[config.mk]
export PLATFORM = sky130hd
export DESIGN_NAME = sample_ring_buffer_window_read
export DESIGN_NICKNAME = d
export VERILOG_FILES = /design/src/rtl/srbw_pkg.sv /design/src/rtl/sample_ring_buffer_window_read.sv /design/src/rtl/srbw_ram.sv /design/src/rtl/srbw_out_fifo.sv
export SDC_FILE = /design/constraint.sdc
export NUM_CORES = 1
export LEC_CHECK = 0
export BUFFER_PORTS_ARGS = -buffer_cell sky130_fd_sc_hd__buf_2
export CAP_MARGIN = 40
export CORE_MARGIN = 2
export CORE_UTILIZATION = 38
export CTS_BUF_LIST = sky130_fd_sc_hd__clkbuf_2 sky130_fd_sc_hd__clkbuf_4 sky130_fd_sc_hd__clkbuf_8
export DETAILED_ROUTE_END_ITERATION = 8
export HOLD_SLACK_MARGIN = 0.1
export PLACE_DENSITY_LB_ADDON = 0.08
export SLEW_MARGIN = 25
export SYNTH_ARGS = -nofsm -noshare
export SYNTH_HDL_FRONTEND = slang
export SYNTH_SLANG_ARGS = --single-unit
[constraint.sdc]
create_clock -name clk -period 7.4 [get_ports clk]
set_input_delay 0.74 -clock clk [delete_from_list [all_inputs] [get_ports clk]]
set_output_delay 0.74 -clock clk [all_outputs]
set_load 0.01 [all_outputs]
[src/rtl/srbw_pkg.sv]
package srbw_pkg;

  typedef enum logic [1:0] {
    KIND_WRITE  = 2'd0,
    KIND_FRAME  = 2'd1,
    KIND_WINDOW = 2'd2,
    KIND_RESET  = 2'd3
  } kind_t;

  typedef enum logic [1:0] {
    ST_DATA      = 2'd0,
    ST_ACK       = 2'd1,
    ST_NOT_READY = 2'd2,
    ST_EMPTY     = 2'd3
  } status_t;

  typedef enum logic {
    S_IDLE = 1'b0,
    S_READ = 1'b1
  } state_t;

  localparam logic REG_CAPACITY  = 1'b0;
  localparam logic REG_THRESHOLD = 1'b1;

  localparam int SAMPLE_W = 16;
  localparam int LEVEL_W  = 7;

  // Output queue depth: one word showing, one arriving from the RAM, one spare.
  localparam int FIFO_DEPTH = 3;

  typedef struct packed {
    status_t               status;
    logic [SAMPLE_W-1:0]   sample;
    logic                  last;
    logic [LEVEL_W-1:0]    fill_level;
    logic                  window_ready;
  } result_t;

endpackage

[src/rtl/sample_ring_buffer_window_read.sv]
// Circular store of signed 16-bit samples that overwrites the oldest entry
// when full. Items arrive on the in_ channel: in_tuser selects write, strict
// frame read, lenient window read or pointer reset. Results leave on the out_
// channel, one word each, with out_tlast on the final word of an item.
// Registers capacity and window_threshold are written through cfg_; the user
// must write them only while idle, as the block itself does not enforce it.
// A write is stored at the edge that takes it, and its acknowledge word is
// queued at that edge; writes are taken one per cycle while the output queue
// has room. A read is set up at the edge that takes it, then issues one RAM
// read per cycle while its word has a queue slot; the registered RAM read
// queues each word in the cycle after its issue. Not-ready and empty answers
// are queued at the edge that takes the item. A pointer reset gives no word.
// Reset clears the pointer, the fill count, the output queue and sets both
// registers to 64; sample memory contents are left as they are.
// When the receiver stalls, up to three words wait in the output queue and
// RAM reads pause; in_tready falls once the queue is full.
module sample_ring_buffer_window_read
  import srbw_pkg::*;
#(
  parameter int DEPTH = 64
) (
  input  logic        clk,
  input  logic        rst_n,
  input  logic        cfg_we,
  input  logic        cfg_addr,
  input  logic [6:0]  cfg_wdata,
  input  logic        in_tvalid,
  output logic        in_tready,
  input  logic [23:0] in_tdata,   // sample_in[15:0], length[22:16], zero[23]
  input  logic [1:0]  in_tuser,   // kind[1:0]
  output logic        out_tvalid,
  input  logic        out_tready,
  output logic [23:0] out_tdata,  // sample_out[15:0], fill_level[22:16], window_ready[23]
  output logic        out_tlast,
  output logic [1:0]  out_tuser   // status[1:0]
);

  localparam int PW = $clog2(DEPTH);
  localparam int CW = $clog2(DEPTH + 1);
  localparam logic [LEVEL_W-1:0] DEPTH_L = LEVEL_W'(DEPTH);

  state_t              state_r, state_nxt;
  logic [LEVEL_W-1:0]  cap_cfg_r;
  logic [LEVEL_W-1:0]  thr_r;
  logic [PW-1:0]       wp_r, wp_nxt;
  logic [CW-1:0]       fill_r, fill_nxt;
  logic [PW-1:0]       addr_r, addr_nxt;
  logic [CW-1:0]       cnt_r, cnt_nxt;
  logic                rd_vld_r, rd_vld_nxt;
  logic                rd_last_r, rd_last_nxt;

  logic [CW-1:0]       cap_e;
  logic [CW-1:0]       fill_e;
  logic [PW-1:0]       wp_e;
  logic [CW-1:0]       wp_inc;
  logic [CW:0]         fill_inc;
  logic [CW-1:0]       wr_fill;
  logic [LEVEL_W-1:0]  len;
  logic [LEVEL_W-1:0]  fill_l;
  logic [LEVEL_W-1:0]  n_l;
  logic [CW-1:0]       n;
  logic [CW:0]         start_sum;
  logic [CW:0]         start_red;
  logic [CW-1:0]       addr_inc;
  logic                win_rdy;
  logic                accept;
  logic                issue;
  logic                push_stat;
  result_t             stat_res;
  logic                ram_we;
  logic [SAMPLE_W-1:0] ram_rdata;
  logic                fifo_push;
  result_t             fifo_in;
  result_t             fifo_head;
  logic                fifo_valid;
  logic [1:0]          fifo_count;

  // Effective capacity, fill and pointer after any change of capacity.
  always_comb begin
    if (cap_cfg_r == '0) begin
      cap_e = CW'(1);
    end else if (cap_cfg_r > DEPTH_L) begin
      cap_e = CW'(DEPTH);
    end else begin
      cap_e = cap_cfg_r[CW-1:0];
    end
  end

  assign fill_e   = (fill_r > cap_e) ? cap_e : fill_r;
  assign wp_e     = (CW'(wp_r) >= cap_e) ? '0 : wp_r;
  assign wp_inc   = CW'(wp_e) + CW'(1);
  assign fill_inc = {1'b0, fill_e} + (CW + 1)'(1);
  assign wr_fill  = (fill_inc > {1'b0, cap_e}) ? cap_e : fill_inc[CW-1:0];
  assign fill_l   = LEVEL_W'(fill_e);
  assign win_rdy  = (fill_l >= thr_r);

  assign len       = in_tdata[22:16];
  assign n_l       = (fill_l < len) ? fill_l : len;
  assign n         = n_l[CW-1:0];
  // Oldest requested entry: (wp + cap - n) mod cap, the sum stays below 2 * cap.
  assign start_sum = {1'b0, CW'(wp_e)} + {1'b0, cap_e} - {1'b0, n};
  assign start_red = (start_sum >= {1'b0, cap_e}) ? start_sum - {1'b0, cap_e} : start_sum;
  assign addr_inc  = CW'(addr_r) + CW'(1);

  assign in_tready = (state_r == S_IDLE) && !rd_vld_r && (fifo_count != 2'(FIFO_DEPTH));
  assign accept    = in_tvalid && in_tready;
  // A read is issued only when its word has a queue slot waiting for it.
  assign issue     = (state_r == S_READ) &&
                     ((3'(fifo_count) + 3'(rd_vld_r)) < 3'(FIFO_DEPTH));

  always_comb begin
    state_nxt   = state_r;
    wp_nxt      = wp_r;
    fill_nxt    = fill_r;
    addr_nxt    = addr_r;
    cnt_nxt     = cnt_r;
    rd_vld_nxt  = 1'b0;
    rd_last_nxt = rd_last_r;
    ram_we      = 1'b0;
    push_stat   = 1'b0;
    stat_res    = '{status: ST_ACK, sample: '0, last: 1'b1,
                    fill_level: fill_l, window_ready: win_rdy};
    case (state_r)
      S_IDLE: begin
        if (accept) begin
          case (kind_t'(in_tuser))
            KIND_WRITE: begin
              ram_we                = 1'b1;
              wp_nxt                = (wp_inc >= cap_e) ? '0 : wp_inc[PW-1:0];
              fill_nxt              = wr_fill;
              push_stat             = 1'b1;
              stat_res.fill_level   = LEVEL_W'(wr_fill);
              stat_res.window_ready = (LEVEL_W'(wr_fill) >= thr_r);
            end
            KIND_FRAME: begin
              if (len == '0 || fill_l < len) begin
                push_stat       = 1'b1;
                stat_res.status = ST_NOT_READY;
              end else begin
                state_nxt = S_READ;
                addr_nxt  = start_red[PW-1:0];
                cnt_nxt   = n;
              end
            end
            KIND_WINDOW: begin
              if (n_l == '0) begin
                push_stat       = 1'b1;
                stat_res.status = ST_EMPTY;
              end else begin
                state_nxt = S_READ;
                addr_nxt  = start_red[PW-1:0];
                cnt_nxt   = n;
              end
            end
            KIND_RESET: begin
              wp_nxt   = '0;
              fill_nxt = '0;
            end
            default: begin
            end
          endcase
        end
      end
      S_READ: begin
        if (issue) begin
          rd_vld_nxt  = 1'b1;
          rd_last_nxt = (cnt_r == CW'(1));
          addr_nxt    = (addr_inc >= cap_e) ? '0 : addr_inc[PW-1:0];
          cnt_nxt     = cnt_r - CW'(1);
          if (cnt_r == CW'(1)) begin
            state_nxt = S_IDLE;
          end
        end
      end
      default: begin
        state_nxt = S_IDLE;
      end
    endcase
  end

  always_ff @(posedge clk) begin
    if (!rst_n) begin
      state_r   <= S_IDLE;
      wp_r      <= '0;
      fill_r    <= '0;
      rd_vld_r  <= 1'b0;
      cap_cfg_r <= LEVEL_W'(64);
      thr_r     <= LEVEL_W'(64);
    end else begin
      state_r  <= state_nxt;
      wp_r     <= wp_nxt;
      fill_r   <= fill_nxt;
      rd_vld_r <= rd_vld_nxt;
      if (cfg_we && cfg_addr == REG_CAPACITY) begin
        cap_cfg_r <= cfg_wdata;
      end
      if (cfg_we && cfg_addr == REG_THRESHOLD) begin
        thr_r <= cfg_wdata;
      end
    end
  end

  always_ff @(posedge clk) begin
    addr_r    <= addr_nxt;
    cnt_r     <= cnt_nxt;
    rd_last_r <= rd_last_nxt;
  end

  // Reads happen only in the read state and writes only on an accepted write,
  // so a read never meets a write to the same entry in flight.
  srbw_ram #(
    .WIDTH (SAMPLE_W),
    .DEPTH (DEPTH)
  ) u_ram (
    .clk   (clk),
    .we    (ram_we),
    .waddr (wp_e),
    .wdata (in_tdata[15:0]),
    .re    (issue),
    .raddr (addr_r),
    .rdata (ram_rdata)
  );

  assign fifo_push = push_stat || rd_vld_r;

  always_comb begin
    if (rd_vld_r) begin
      fifo_in = '{status: ST_DATA, sample: ram_rdata, last: rd_last_r,
                  fill_level: fill_l, window_ready: win_rdy};
    end else begin
      fifo_in = stat_res;
    end
  end

  srbw_out_fifo u_out_fifo (
    .clk       (clk),
    .rst_n     (rst_n),
    .push      (fifo_push),
    .push_data (fifo_in),
    .pop       (out_tvalid && out_tready),
    .valid     (fifo_valid),
    .head      (fifo_head),
    .count     (fifo_count)
  );

  assign out_tvalid = fifo_valid;
  assign out_tdata  = {fifo_head.window_ready, fifo_head.fill_level, fifo_head.sample};
  assign out_tlast  = fifo_head.last;
  assign out_tuser  = fifo_head.status;

endmodule

[src/rtl/srbw_ram.sv]
module srbw_ram #(
  parameter int WIDTH = 16,
  parameter int DEPTH = 64
) (
  input  logic                     clk,
  input  logic                     we,
  input  logic [$clog2(DEPTH)-1:0] waddr,
  input  logic [WIDTH-1:0]         wdata,
  input  logic                     re,
  input  logic [$clog2(DEPTH)-1:0] raddr,
  output logic [WIDTH-1:0]         rdata
);

  logic [WIDTH-1:0] mem [DEPTH];
  logic [WIDTH-1:0] rdata_r;

  always_ff @(posedge clk) begin
    if (we) begin
      mem[waddr] <= wdata;
    end
    if (re) begin
      rdata_r <= mem[raddr];
    end
  end

  assign rdata = rdata_r;

endmodule

[src/rtl/srbw_out_fifo.sv]
module srbw_out_fifo
  import srbw_pkg::*;
(
  input  logic    clk,
  input  logic    rst_n,
  input  logic    push,
  input  result_t push_data,
  input  logic    pop,
  output logic    valid,
  output result_t head,
  output logic [1:0] count
);

  result_t    entry_r [FIFO_DEPTH];
  logic [1:0] wr_ptr_r, wr_ptr_nxt;
  logic [1:0] rd_ptr_r, rd_ptr_nxt;
  logic [1:0] count_r, count_nxt;

  always_comb begin
    wr_ptr_nxt = wr_ptr_r;
    rd_ptr_nxt = rd_ptr_r;
    count_nxt  = count_r;
    if (push) begin
      wr_ptr_nxt = (wr_ptr_r == 2'(FIFO_DEPTH - 1)) ? 2'd0 : wr_ptr_r + 2'd1;
    end
    if (pop) begin
      rd_ptr_nxt = (rd_ptr_r == 2'(FIFO_DEPTH - 1)) ? 2'd0 : rd_ptr_r + 2'd1;
    end
    if (push && !pop) begin
      count_nxt = count_r + 2'd1;
    end else if (pop && !push) begin
      count_nxt = count_r - 2'd1;
    end
  end

  always_ff @(posedge clk) begin
    if (!rst_n) begin
      wr_ptr_r <= 2'd0;
      rd_ptr_r <= 2'd0;
      count_r  <= 2'd0;
    end else begin
      wr_ptr_r <= wr_ptr_nxt;
      rd_ptr_r <= rd_ptr_nxt;
      count_r  <= count_nxt;
    end
  end

  always_ff @(posedge clk) begin
    if (push) begin
      entry_r[wr_ptr_r] <= push_data;
    end
  end

  assign valid = (count_r != 2'd0);
  assign head  = entry_r[rd_ptr_r];
  assign count = count_r;

endmodule

# After elaboration in Yosys (flattened, before gate mapping)
# Memory sizes are Yosys's and may differ from the RTL's. A register that Yosys moved wholly into a read port is not among the register bits.
# Cells that the tools add are included.
[word_totals]
n_memories = 2
elab_cells = 134
out_inout_bits = 29
ramBits = 1105
input_bits = 39
reg_bits = 49
latchBits = 0
mem_bits_ro = 0
[memory_table]
columns = ["name", "depth", "word_bits", "read_ports", "rd_ports_with_merged_regs", "write_ports", "line_no", "rtl"]
rows = [
  ["u_ram.mem", 64, 16, 1, 1, 1, "srbw_ram.sv:14", "logic [WIDTH-1:0] mem [DEPTH];"],
  ["u_out_fifo.entry_r", 3, 27, 1, 1, 1, "srbw_out_fifo.sv:14", "result_t entry_r [FIFO_DEPTH];"],
]
[classes]
bitwise = 2
n_mux = 58
shift = 0
eq_ne = 12
n_reduce_logical = 25
n_addsub = 12
n_lt_le_gt_ge = 11
n_mul = 0
div_mod_pow = 0
[ops]
columns = ["operator", "count"]
rows = [
  ["2-to-1 mux 7 bit", 9],
  ["2-to-1 mux 6 bit", 8],
  ["case mux 7 bit (2 select lines)", 3],
  ["case mux 6 bit (2 select lines)", 3],
  ["greater-or-equal comparator 7 bit", 4],
  ["2-to-1 mux 27 bit", 1],
  ["2-to-1 mux 8 bit", 3],
  ["logical NOT 7 bit", 3],
  ["2-to-1 mux 2 bit", 10],
  ["2-to-1 mux 1 bit", 17],
  ["adder 6 x 1 -> 7 bit (second input constant)", 2],
  ["logical AND 1 bit", 9],
  ["adder 6 x 7 -> 8 bit", 1],
  ["adder 7 x 1 -> 8 bit (second input constant)", 1],
  ["equality test 2 bit (second input constant)", 4],
  ["greater-or-equal comparator 8 x 7 -> 1 bit", 1],
  ["> comparator 8 x 7 -> 1 bit", 1],
  ["subtractor 8 x 7 -> 8 bit", 1],
  ["equality test 7 x 1 -> 1 bit (second input constant)", 1],
  ["greater-or-equal comparator 6 x 7 -> 1 bit", 1],
  ["> comparator 7 bit", 1],
  ["> comparator 7 bit (second input constant)", 1],
  ["less-than comparator 7 bit", 1],
  ["subtractor 7 x 1 -> 7 bit (second input constant)", 1],
  ["other kinds (21)", 33],
]

# Depth between registers and ports, before layout
[depth]
depth_word = 17
mapped_depth = 35
ltp_nobuf = 32

# Cells and area by module
# Synthesis repeated with hierarchy kept, for this count alone.
[unflattened]
cells_unflattened = 2624
hier_area_um2 = 48496.5
[by_module_without_submodules]
columns = ["module", "area_each_um2", "cells_per_inst", "n_inst", "seq_area_each_um2"]
rows = [
  ["srbw_ram", 40202.3, 1829, 1, 31230.0],
  ["sample_ring_buffer_window_read", 4981.0, 592, 1, 1001.0],
  ["srbw_out_fifo", 3313.2, 203, 1, 2592.5],
]

# Worst setup path after synthesis
# Ideal clock, no wire load.
[synth_timing]
path_kind = "register to register"
from = "reg cap_cfg_r[6]"
to = "reg addr_r[0], data pin"
arrival_ns = 6.615
required_ns = 7.129
period_less_slack_ns = 6.885
path_stages_with_launch = 31
path_slack_ns = 0.515
cell_sequence = "dfxtp_1 > buf_4 > inv_1 > nand2_1 > ha_1 > a21oi_1 > a21oi_2 > o31ai_2 > buf_2 > nand2_1 > o21ai_1 > ha_1 > a21o_1 > a21oi_1 > o21ai_1 > o31ai_4 > buf_6 > mux2_2 > fa_1 > inv_1 > fa_1 > a21o_1 > a21oi_1 > xnor2_1 > ha_1 > or4b_1 > a31o_2 > nand4b_2 > nand2_1 > xor2_1 > o22ai_1"
[synth_via]
elab_chain_len = 14
[synth_rtl]
columns = ["element", "line_no", "rtl"]
rows = [
  ["start, declared", "sample_ring_buffer_window_read.sv:43", "logic [LEVEL_W-1:0] cap_cfg_r;"],
  ["start signal, assigned", "sample_ring_buffer_window_read.sv:195", "cap_cfg_r <= cfg_wdata;"],
  ["> comparator 7 bit", "sample_ring_buffer_window_read.sv:82", "end else if (cap_cfg_r > DEPTH_L) begin"],
  ["2-to-1 mux 7 bit", "sample_ring_buffer_window_read.sv:82", ""],
  ["2-to-1 mux 7 bit *", "sample_ring_buffer_window_read.sv:80", "if (cap_cfg_r == '0) begin"],
  ["> comparator 7 bit", "sample_ring_buffer_window_read.sv:89", "assign fill_e = (fill_r > cap_e) ? cap_e : fill_r;"],
  ["2-to-1 mux 7 bit", "sample_ring_buffer_window_read.sv:89", ""],
  ["less-than comparator 7 bit", "sample_ring_buffer_window_read.sv:98", "assign n_l = (fill_l < len) ? fill_l : len;"],
  ["2-to-1 mux 7 bit", "sample_ring_buffer_window_read.sv:98", ""],
  ["subtractor 8 x 7 -> 8 bit", "sample_ring_buffer_window_read.sv:101", "assign start_sum = {1'b0, CW'(wp_e)} + {1'b0, cap_e} - {1'b0, n};"],
  ["greater-or-equal comparator 8 x 7 -> 1 bit or subtractor 6 bit (tied branches)", "sample_ring_buffer_window_read.sv:102", "assign start_red = (start_sum >= {1'b0, cap_e}) ? start_sum - {1'b0, cap_e} : start_sum;"],
  ["2-to-1 mux 6 bit", "sample_ring_buffer_window_read.sv:102", ""],
  ["2-to-1 mux 6 bit (on tied branches)", "sample_ring_buffer_window_read.sv:146, sample_ring_buffer_window_read.sv:136", ""],
  ["case mux 6 bit (2 select lines)", "sample_ring_buffer_window_read.sv:126", "case (kind_t'(in_tuser))"],
  ["2-to-1 mux 6 bit", "sample_ring_buffer_window_read.sv:125", "if (accept) begin"],
  ["case mux 6 bit (2 select lines) *", "sample_ring_buffer_window_read.sv:123", "case (state_r)"],
  ["named net addr_nxt[0]", "sample_ring_buffer_window_read.sv:47", "logic [PW-1:0] addr_r, addr_nxt;"],
  ["end signal, assigned", "sample_ring_buffer_window_read.sv:204", "addr_r <= addr_nxt;"],
  ["end, declared", "sample_ring_buffer_window_read.sv:47", ""],
]
# Mark *: on every way through the listed nets, which the timed path passes. The rest lies on a longest branch. The select of a mux whose other input is x is not followed.
# A chain may end at the register's enable or synchronous reset.

# Worst setup path in the final report
[layout_timing]
from = "reg cap_cfg_r[2]"
to = "reg addr_r[1], data pin"
# The elaborated chain is that of the path after synthesis.

==> results.md <==
- The final setup skew is 46.72 ps.
- The number of nets with antenna violations after detailed routing is 0.
- The buffer levels on the longest clock path is 3.
- The area growth from synthesis to layout is 14.11%.
- The mapped cell area is 48,320 um2.
- After the last flow step, the layout net total stands at 3,196.
- Once layout is complete, the utilization of the core stands at 0.4380.
- The final count of hold timing violations is 0.
- In this run, CTS created clock tree buffers numbering 194.
- TritonCTS built the clock tree.
- During synthesis, Yosys emitted a total of 0 warnings.
- The cell type with the highest occurrence count on the critical path is sky130_fd_sc_hd__ha_1.
- The part of the total power dissipated in sequential elements is 0.499.
- The transition time of the tightest slew-check pin is 1018 ps.
- After layout, the design draws a total of 14.86 mW.
- After detailed routing, the number of remaining DRC violations is 0.
- In this run the vertical extent of the chip is 360.6 um.
- The synthesized netlist cell count is 2,816.
- The worst setup path category is flip-flop to flip-flop.
- Summed over all cells, the static leakage comes to 18.62 nW.
- In this run the count of I/O pins placed on the die edge is 68.
- The initial core utilization is 0.3838.
- The initial antenna violation count came to 8.
- The largest total area in the synthesized netlist belongs to sky130_fd_sc_hd__edfxtp_1.
- In this run the power spent charging and discharging nets is 3.897 mW.
- The internal power of the cells totals 10.96 mW.
- The share of synthesized area in the top cell type comes to 0.7053.
- After clock tree synthesis, the clock-pin slew on the worst setup and hold paths is 50 ps.
- The peak fanout along the critical path is 7.
- For this design the ratio of total power to cell area is 269.5 nW/um2.
- Buffers placed on the I/O ports in this run total 66.
- The total area inside the core boundary comes to 125,900 um2.
- The worst-case vdd ir drop is 192.1 uV.
- Summed over all nets, the half-perimeter wirelength after detailed placement is 75.60 mm.
- The area of the die is 130,000 um2.
- Routability-driven placement finished with a final weighted congestion of 0.8408.
- The H-tree depth is 4.
- The max-slew violation count is 0.
- The clock drives 1,172 sinks.
- Across the run, the number of max-cap violations was 0.
- Entering global routing, the biggest net connects 133 pins.
- Sorting the synthesized cells by area gives the leading types as sky130_fd_sc_hd__edfxtp_1 (71%), sky130_fd_sc_hd__mux4_2 (6.7%), sky130_fd_sc_hd__mux2i_1 (5.0%), sky130_fd_sc_hd__ha_1 (2.1%), sky130_fd_sc_hd__mux2_2 (1.6%).
- The type of the tightest min-delay check is input pin to flip-flop.
- The kind of cell with the highest combined delay along the critical path is adder cells.
- Setup repair after global routing left no endpoint under its margin.
- Setup violations remaining at the end of the flow were counted as 0.
- The critical path data arrival time is 7630 ps.
- The clock share of power is 0.369.
- The largest single stage delay on the critical path is 520 ps.
- The global-route usage over all layers is 0.1930.
- Of the total power, combinational logic draws 0.132.
- The cell row count is 130.
- The number of DRC markers in iteration 0 is 1,971.
- The fill cell instance count of the final layout is 11,180.
- The total overflow left after global routing is 0.
- The via count is 25,960.
- The most used flip-flop cell after synthesis is sky130_fd_sc_hd__edfxtp_1.
- By count the netlist is led by sky130_fd_sc_hd__edfxtp_1 (1,135), sky130_fd_sc_hd__mux2i_1 (241), sky130_fd_sc_hd__a21oi_1 (156).
- STA classifies the critical path startpoint as a flip-flop.
- The final non-filler cell area is 55,140 um2.
- The first global-routing pass estimated 182.5 mm of wire.
- The average instance area after synthesis is 17.16 um2.
- For this run, the top clock speed supported by timing is 0.1422 GHz.
- In this run the horizontal extent of the chip is 360.6 um.
- The number of synthesized flops with an enable pin is 1,135.
- After layout, the minimum clock period comes to 7034 ps.
- The netlist uses 69 different library cells.
- The synthesized net count is 2,944.
- Together, buffers and inverters on the worst path number 2.
- Summed over all layers, the routed wires come to 125.4 mm.
- STA classifies the critical path endpoint as a flip-flop.
- In the final routed layout, each cell accounts on average for 25.72 um.
- The required time of the critical path is 8000 ps.
- The first-pass iteration count of the detailed router is 5.
- The master cell of the clock root buffer is sky130_fd_sc_hd__clkbuf_8.
- Clock latency on the worst-skew pair, taken at its later pin, is 920 ps.
- In the final layout, the share of cells above drive strength 1 is 0.2314.
- The synthesized flop and latch total is 1,172.
- The share of the cycle needed by the critical path after routing is 0.9505.
- The proportion of register bits with asynchronous set or reset after synthesis is 0.
- Of the synthesized area, sequential elements account for 0.7207.
- Measured against its own limit, the worst slew margin works out to 0.3210.
- The slowest stage of the critical path is the sky130_fd_sc_hd__fa_1 cell.
- The run finished with clean final reports.
- The number of global-route vias before repair is 26,530.
- The leading cell type by number of instances after synthesis is sky130_fd_sc_hd__edfxtp_1.
- Of the total power, the share spent switching nets is 0.2623.
- The area after detailed placement is 51,220 um2.
- The number of vias per cell after detailed routing is 5.323.
[flip-flops by register name (all words and copies together) (netlist names), 7 cells and up, named ones only]
signal              cells
u_ram.rdata            16
thr_r                   7
u_out_fifo.entry_r     81
cap_cfg_r               7
u_ram.mem            1024
cnt_r                   7
fill_r                  7
[what timing repair did]
| item | CTS | global route |
|---|---|---|
| endpoints found under the hold margin | 14 | 0 |
| setup buffers | 0 | 0 |
| endpoints found under the setup margin | 1 | 6 |
| hold buffers | 12 | 0 |
| resized for setup | 2 | 8 |
[routing by layer]
metal	vias to the layer above	share of wire	track usage
li1	11760	-	-
met1	13350	0.45	0.2632
met2	653	0.48	0.3121
met3	194	0.048	0.03868
met4	2	0.026	0.05923
met5	-	0.00010	0
[worst min-delay path: stages]
cell and delay (ps):
sky130_fd_sc_hd__buf_2 150, sky130_fd_sc_hd__nand3_1 110, sky130_fd_sc_hd__a21boi_0 70
[cell families after synthesis]
family | synth area share
DFF | 0.7207
AOI/OAI and AO/OA | 0.06264
muxes | 0.1336
and+or+nand+nor | 0.03602
buffers and inverters | 0.01748
adders and majority gates | 0.02413
xor gates and xnor gates | 0.005438
[power by group through the flow]
stage               combinational (mW)  sequential [mW]  clock [mW]
floorplan                         1.24             7.52           0
global placement                  1.95             7.55           0
detailed placement                1.98             7.56           0
CTS                               1.99             7.42        5.66
global route                      2.14             7.42        5.94
finish                            1.97             7.41        5.48
[worst paths after layout]
| check | from | slack (ps) | to | cells after the start |
|---|---|---|---|---|
| worst min register to register | thr_r[4] | 470 | thr_r[4] | 2 |
| worst min-delay path | cfg_we | 260 | thr_r[5] | 3 |
| worst max register to register | cap_cfg_r[2] | 370 | addr_r[1] | 25 |
| worst max-delay path | cap_cfg_r[2] | 370 | addr_r[1] | 25 |
[layout make-up]
class	count	area, um2	share of cell area
antenna	2	5.005	0.00009076
clock buffer	267	3243	0.05882
clock inverter	85	478.0	0.008668
inverter	63	236.5	0.004289
multi-input combinational	1435	12730	0.2310
sequential	1172	34820	0.6316
tap	1650	2064	0.03744
timing repair buffer	202	1554	0.02818
[cells in the final DEF (no fill, tap or decap), drive strengths merged, types with 5 or more instances in the layout]
cell type | synthesis | layout
o21ai | 121 | 121
nor2b | 18 | 18
a21o | 19 | 19
o21a | 5 | 5
nor2 | 98 | 98
xor2 | 13 | 13
a21boi | 9 | 9
fa | 7 | 7
nand4 | 7 | 7
buf | 49 | 190
mux2i | 242 | 242
xnor2 | 17 | 17
ha | 82 | 82
nand2 | 153 | 153
o221ai | 66 | 66
nor3 | 10 | 10
inv | 62 | 72
a21oi | 158 | 158
nand2b | 10 | 10
dlygate4sd3 | 0 | 12
and2 | 24 | 24
or3 | 9 | 9
dfxtp | 37 | 37
clkinv | 1 | 76
mux4 | 144 | 144
clkbuf | 97 | 267
edfxtp | 1135 | 1135
nand3 | 25 | 25
mux2 | 70 | 70
o22ai | 71 | 71
[per-stage QoR]
stage / TNS, ps / hold WS, ps / cells / setup slack, ps
CTS: 0 / 106.8 / 4872 / 74.87
detailed placement: -11.38 / 463.8 / 4508 / -11.38
finish: 0 / 255.6 / 4876 / 366.4
global route: 0 / 181.8 / 4875 / 11.80
global placement: 0 / 454.3 / 4501 / 355.4
floorplan: 0 / 440.5 / 2816 / 514.9
Note: power is estimated with default switching activity, not from simulation.
